[src/rtl/tct_pkg.sv]
// shared widths, status codes and the 32-bit clip for the trilateration block
// no dependencies
package tct_pkg;

    localparam int COORD_WIDTH = 8;
    localparam int RAD_W       = 8;
    localparam int OUT_W       = 32;

    // line coefficients a, b = 2 * coordinate difference
    localparam int AW    = COORD_WIDTH + 2;
    // squared distance of a centre from the origin
    localparam int PSQW  = 2 * COORD_WIDTH + 1;
    localparam int RSQW  = 2 * RAD_W;
    localparam int SQMAX = (2 * COORD_WIDTH > RSQW + 1) ? 2 * COORD_WIDTH : RSQW + 1;
    localparam int CSW   = SQMAX + 2;
    localparam int DETW  = 2 * AW + 1;
    localparam int NUMW  = CSW + AW + 1;
    localparam int YNW   = AW + OUT_W + 1;

    // shared divider geometry
    localparam int DN      = (NUMW > YNW) ? NUMW : YNW;
    localparam int DD      = DETW;
    localparam int QW      = DN + 1;
    localparam int DIV_LAT = DN + 2;

    localparam int IDX_W = 3;
    localparam logic [IDX_W-1:0] REG_B1X = 3'd0;
    localparam logic [IDX_W-1:0] REG_B1Y = 3'd1;
    localparam logic [IDX_W-1:0] REG_B2X = 3'd2;
    localparam logic [IDX_W-1:0] REG_B2Y = 3'd3;
    localparam logic [IDX_W-1:0] REG_B3X = 3'd4;
    localparam logic [IDX_W-1:0] REG_B3Y = 3'd5;

    typedef enum logic [1:0] {
        ST_OK       = 2'd0,
        ST_PARALLEL = 2'd1,
        ST_FLAT     = 2'd2
    } status_t;

    localparam logic signed [QW-1:0] QMAX = QW'(64'sd2147483647);
    localparam logic signed [QW-1:0] QMIN = QW'(-64'sd2147483648);

    // returns {clipped, value}
    function automatic logic [OUT_W:0] clip32(input logic signed [QW-1:0] q);
        logic [OUT_W:0] res;
        if (q > QMAX)
            res = {1'b1, QMAX[OUT_W-1:0]};
        else if (q < QMIN)
            res = {1'b1, QMIN[OUT_W-1:0]};
        else
            res = {1'b0, q[OUT_W-1:0]};
        return res;
    endfunction

endpackage

[src/rtl/tct_div.sv]
// pipelined signed divider, one quotient bit per stage, truncates toward zero
// depends on tct_pkg
module tct_div (
    input  logic                               clk,
    input  logic                               en,
    input  logic signed [tct_pkg::DN-1:0]      num,
    input  logic signed [tct_pkg::DD-1:0]      den,
    output logic signed [tct_pkg::QW-1:0]      quo
);

    localparam int DN = tct_pkg::DN;
    localparam int DD = tct_pkg::DD;
    localparam int QW = tct_pkg::QW;

    logic [DN-1:0] nq_reg  [0:DN];
    logic [DD-1:0] rem_reg [0:DN];
    logic [DD-1:0] dv_reg  [0:DN];
    logic          neg_reg [0:DN];
    logic signed [QW-1:0] quo_reg;

    // magnitudes and result sign
    always_ff @(posedge clk)
    begin
        if (en)
        begin
            nq_reg[0]  <= num[DN-1] ? DN'(-num) : DN'(num);
            dv_reg[0]  <= den[DD-1] ? DD'(-den) : DD'(den);
            rem_reg[0] <= '0;
            neg_reg[0] <= num[DN-1] ^ den[DD-1];
        end
    end

    genvar i;
    for (i = 0; i < DN; i++)
    begin : g_stage
        logic [DD:0] trial;
        logic [DD:0] diff;
        logic        fit;

        always_comb
        begin
            trial = {rem_reg[i], nq_reg[i][DN-1]};
            diff  = trial - {1'b0, dv_reg[i]};
            fit   = !diff[DD];
        end

        always_ff @(posedge clk)
        begin
            if (en)
            begin
                rem_reg[i+1] <= fit ? diff[DD-1:0] : trial[DD-1:0];
                nq_reg[i+1]  <= {nq_reg[i][DN-2:0], fit};
                dv_reg[i+1]  <= dv_reg[i];
                neg_reg[i+1] <= neg_reg[i];
            end
        end
    end

    always_ff @(posedge clk)
    begin
        if (en)
        begin
            if (neg_reg[DN])
                quo_reg <= -$signed({1'b0, nq_reg[DN]});
            else
                quo_reg <= $signed({1'b0, nq_reg[DN]});
        end
    end

    assign quo = quo_reg;

endmodule

[config.mk]
export PLATFORM = sky130hd
export DESIGN_NAME = tct_div
export DESIGN_NICKNAME = d
export VERILOG_FILES = /design/src/rtl/tct_pkg.sv /design/src/rtl/tct_div.sv
export SDC_FILE = /design/constraint.sdc
export NUM_CORES = 2
export LEC_CHECK = 0
export BUFFER_PORTS_ARGS = -buffer_cell sky130_fd_sc_hd__buf_2
export CAP_MARGIN = 20
export CORE_MARGIN = 4
export CORE_UTILIZATION = 33
export DETAILED_ROUTE_END_ITERATION = 16
export PLACE_DENSITY = 0.55
export SETUP_SLACK_MARGIN = 0.3
export SLEW_MARGIN = 20
export SYNTH_ARGS = -nofsm -noshare
export SYNTH_HDL_FRONTEND = slang
export SYNTH_SLANG_ARGS = --single-unit
export TNS_END_PERCENT = 10
[constraint.sdc]
create_clock -name clk -period 11.4 [get_ports clk]
set_input_delay 1.14 -clock clk [delete_from_list [all_inputs] [get_ports clk]]
set_output_delay 1.14 -clock clk [all_outputs]
set_load 0.005 [all_outputs]
Yosys cells after proc, flatten, opt, wreduce, memory -nomap -nowiden
Memory sizes are Yosys's and may differ from the RTL's.
Index checks and enable logic that the tools add are counted.
Storage, ports and cells
  flip-flop bits (word level): 44
  RAM bits: 3784
  input port bits: 66
  word-level logic and storage cells: 144
  memories kept: 4
Memory list
  nq_reg: depth 44, width 43, rd ports 44, clocked after Yosys merged registers in 0, write ports 44, RTL line tct_div.sv:15  | logic [DN-1:0] nq_reg [0:DN];
  dv_reg: depth 44, width 21, rd ports 43, clocked after Yosys merged registers in 0, write ports 44, RTL line tct_div.sv:17  | logic [DD-1:0] dv_reg [0:DN];
  rem_reg: depth 44, width 21, rd ports 43, clocked after Yosys merged registers in 0, write ports 44, RTL line tct_div.sv:16  | logic [DD-1:0] rem_reg [0:DN];
  neg_reg: depth 44, width 1, rd ports 44, clocked after Yosys merged registers in 0, write ports 44, RTL line tct_div.sv:18  | logic neg_reg [0:DN];
Cells by class
  add/sub/neg operators: 46
  muxes and demuxes: 48
  bitwise logic cells: 1
  reduce and logical (&&, ||, !) cells: 43
Operator list (count)
  $sub 22x21->22: 43
  $mux 21: 44
  $mux 43: 2
  $neg 43->44: 1
  $logic_not 1->1: 43
  $neg 43->43: 1
  $neg 21->21: 1
  $mux 1: 2
  $xor 1x1->1: 1

Depth between registers and ports, before layout
An unclocked memory read counts as a cell.
  word-level depth: 3
  gate-level depth with buffers: 13

Least setup slack after synthesis
No wires, ideal clock.
  path kind: input port to flip-flop
  from: input num[10] in the netlist's numbering
  to: memory nq_reg[0][35] in the netlist's numbering (data pin)
  arrival time: 3820 ps
  data required time: 11137 ps
  path slack: 7318 ps
  stages on the path: 9
  path buffers: 0
  cell sequence: or4_4 nor4_4 nand3_2 or3_4 nand2b_4 or4_4 or4_4 o41ai_2 xnor2_1
RTL lines
  start: declaration: RTL line tct_div.sv:6  | input logic signed [tct_pkg::DN-1:0] num,
  end: declaration: RTL line tct_div.sv:15

==> flow_summary.yaml <==
cells_and_area:
  final_area_mm2: 0.1913
  multi_input_area_mm2: 0.05093
  largest_register_ffs: 1892
  register_area_mm2: 0.1131
  fin_cells: 18950
  nets: 12890
  fillers: 47370
  area_growth_pct: 13.70
  drive_above_1_share: 0.07712
worst_setup_path:
  end_kind: "flop"
  critPathKind: "reg -> reg"
  crit_required_ns: 12.10
  cp_max_fo: 22
  r2r_cells: 12
  start_kind: "flop"
  r2r_start: "dv_reg[0][64]"
  cp-startpoint: "dv_reg[0][64]"
  timing.rr.end: "rem_reg[0][104]"
  arrival_ns: 5.35
  r2r_slack_ns: 6.75
timing:
  slew_headroom: 0.2044
  slew_violations: 0
  finalClockSkew_ns: 0.06965
  hold_viol: 0
  period_share: 0.4079
  setup_viol: 0
  period_needed_ns: 4.650
  max_freq_mhz: 215.0
  worst_slack_ns: 6.750
  rsz0062_at_grt: "false"
  tightest_slew_ns: 1.178
  fin_setup_tns_ns: 0
routing:
  drt-total-wl_mm: 284.9
  drc: 0
  drtIter0Drc: 4990
  antenna_left: 0
  drt-wirelength-per-cell_um: 15.04
  drt-vias-per-instance: 4.630
  num_vias: 87740
  first_pass_iters: 5
placed_design:
  place.gp.congestion: 0.8296
  dpl_cell_area_mm2: 0.1779
  dp_cells: 18200
  hpwl_mm: 193.7
  pre_cts_slack_ns: 6.938
  port_buffers: 109
hold_path:
  whs_path_depth: 0
  min-delay-start: "nq_reg[2][36]"
  hold_path.class: "reg -> reg"
  min_delay_worst_endpoint: "nq_reg[2][80]"
floorplan:
  core_mm2: 0.5065
  die-width_um: 722.0
  initial_core_util: 0.3321
  std_cell_rows: 261
  die_h_um: 722.0
  die-area_mm2: 0.5212
  io-pin-count: 110
cts:
  hold_buffers: 0
  cts_buffers: 408
  clock-sinks: 3765
  clk-insertion-delay-late_ns: 0.98
  cts_tree: "built"
  cts_max_level: 5
  clockBufferDepth: 4
  cts-root-buf: "clkbuf_16"
  cts_setup_buffers: 0
  clk_pin_slew_ns: 0.06
  cts_resized: 0
synthesis:
  syn-cell-area_mm2: 0.1682
  synthCells: 11450
  synth_ff_type: "edfxtp_1"
  synth-seq-cells: 3765
  synth-edff-count: 3765
  synth_cell_types: 90
  synth_seq_area_share: 0.6721
  syn_area_per_cell_um2: 14.69
  ys_top_cells_by_area: "edfxtp_1 67%, ha_1 6.6%, mux2_1 4.3%"
  synth_most_common_cell: "edfxtp_1"
  yosysTopAreaCellShare: 0.6721
  yosys.area.top_type: "edfxtp_1"
  yosys_warnings: 0
  ys_top_cells_by_count: "3765 x edfxtp_1, 1112 x inv_1, 886 x ha_1, 683 x a21oi_1, 641 x mux2_1"
  synthArstFlopShare: 0
run:
  cap_violations: 0
outcome:
  outcome: "finished clean"
global_routing:
  grt_use_total: 0.1070
  grt_pass1_wl_mm: 463.7
  grt_pass1_vias: 89660
  gr-total-overflow: 0
  antenna_found_initial: 4
  grt_max_degree: 198
power:
  leakage_nw: 72.10
  p_per_area_mw_per_mm2: 271.0
  peakVddDrop_uv: 164.1
## cell usage in the layout, fill, tap and decap left out, types with 63 or more instances in the layout
master,netlist,layout
mux2_1,641,641
xor2_1,190,179
xnor2_1,600,576
o21ai_1,63,63
and3_1,67,67
nor3_1,110,109
nand2_1,348,348
o21bai_1,65,65
ha_1,886,886
clkinv_1,0,103
nor2_1,516,516
clkinv_2,0,68
o21a_1,152,152
inv_1,1112,1112
nand3_1,97,97
a21o_1,269,269
mux2i_1,96,96
clkbuf_16,0,411
edfxtp_1,3765,3765
nor2b_1,143,143
mux2_2,98,98
buf_2,4,108
a21oi_1,683,683
o21ai_0,393,393
nand2b_1,107,107
clkbuf_1,137,79
o31ai_1,88,88
## metrics by stage
| step | hold slack, ns | total power, mW | utilization |
|---|---|---|---|
| after floorplan | 0.4003 | 34.47 | - |
| after global placement | 0.4001 | 38.85 | 0.3512 |
| after detailed placement | 0.4045 | 39.10 | 0.3512 |
| after CTS | 0.2662 | 52.60 | 0.3776 |
| after global routing | 0.2985 | 55.47 | 0.3776 |
| final | 0.3783 | 51.83 | 0.3776 |
## where the power goes
| part | leakage, nW | switching (mW) | internal [mW] |
|---|---|---|---|
| registers | 36.9 | 1.25 | 19.1 |
| logic | 28.8 | 9.75 | 8.65 |
| clock network | 6.48 | 5.38 | 7.69 |
## routing by layer
| metal | up-vias | wire [um] | track usage | part of all wire |
|---|---|---|---|---|
| met3 | 556 | 10310 | 0.01654 | 0.036 |
| met2 | 1158 | 145800 | 0.1963 | 0.51 |
| li1 | 43830 | - | - | - |
| met4 | 0 | 8505 | 0.03335 | 0.030 |
| met1 | 42200 | 120300 | 0.1279 | 0.42 |
| met5 | - | 0 | 0 | 0 |
## worst max-delay path: stages (launching register included)
cell	delay (ns)
edfxtp_1	0.44
inv_1	0.09
ha_1	0.21
nor2b_1	0.14
o31a_1	0.31
o311ai_1	0.52
a32oi_1	0.33
a2111oi_0	0.84
nor2_1	0.17
a311oi_1	0.45
xnor2_2	0.15
buf_4	0.34
mux2_1	0.37
## cells by family (layout without fill, tap and decap cells)
logic type / Yosys count / count (layout) / synth area share
AOI/OAI and AO/OA: 2208 / 2208 / 0.08415
xor gates and xnor gates: 790 / 790 / 0.04113
adders and majority gates: 927 / 927 / 0.07078
buffers and inverters: 1263 / 2046 / 0.02826
DFF: 3765 / 3765 / 0.6721
muxes: 835 / 835 / 0.05518
other: 1 / 12 / 0.00002229
and+or+nand+nor: 1660 / 1660 / 0.04834
## how the worst max path moves through the flow
stage | endpoint | slack [ns] | cells past startpoint
2_1_floorplan | nq_reg[0][35] | 7.32 | 9
3_3_place_gp | rem_reg[0][65] | 6.91 | 11
3_5_place_dp | rem_reg[0][71] | 6.94 | 11
4_1_cts | rem_reg[0][83] | 6.87 | 11
5_1_grt | rem_reg[0][79] | 6.52 | 11
6_report | rem_reg[0][104] | 6.75 | 12
## layout make-up
type,count,share of cell area
antenna,3,0.00003925
clock buffer,490,0.05533
clock inverter,261,0.01451
inverter,1117,0.02192
multi-input combinational,6429,0.2663
sequential,3765,0.5911
tap,6706,0.04387
timing repair buffer,178,0.006921
No activity file was read; power rests on OpenSTA's default activity.
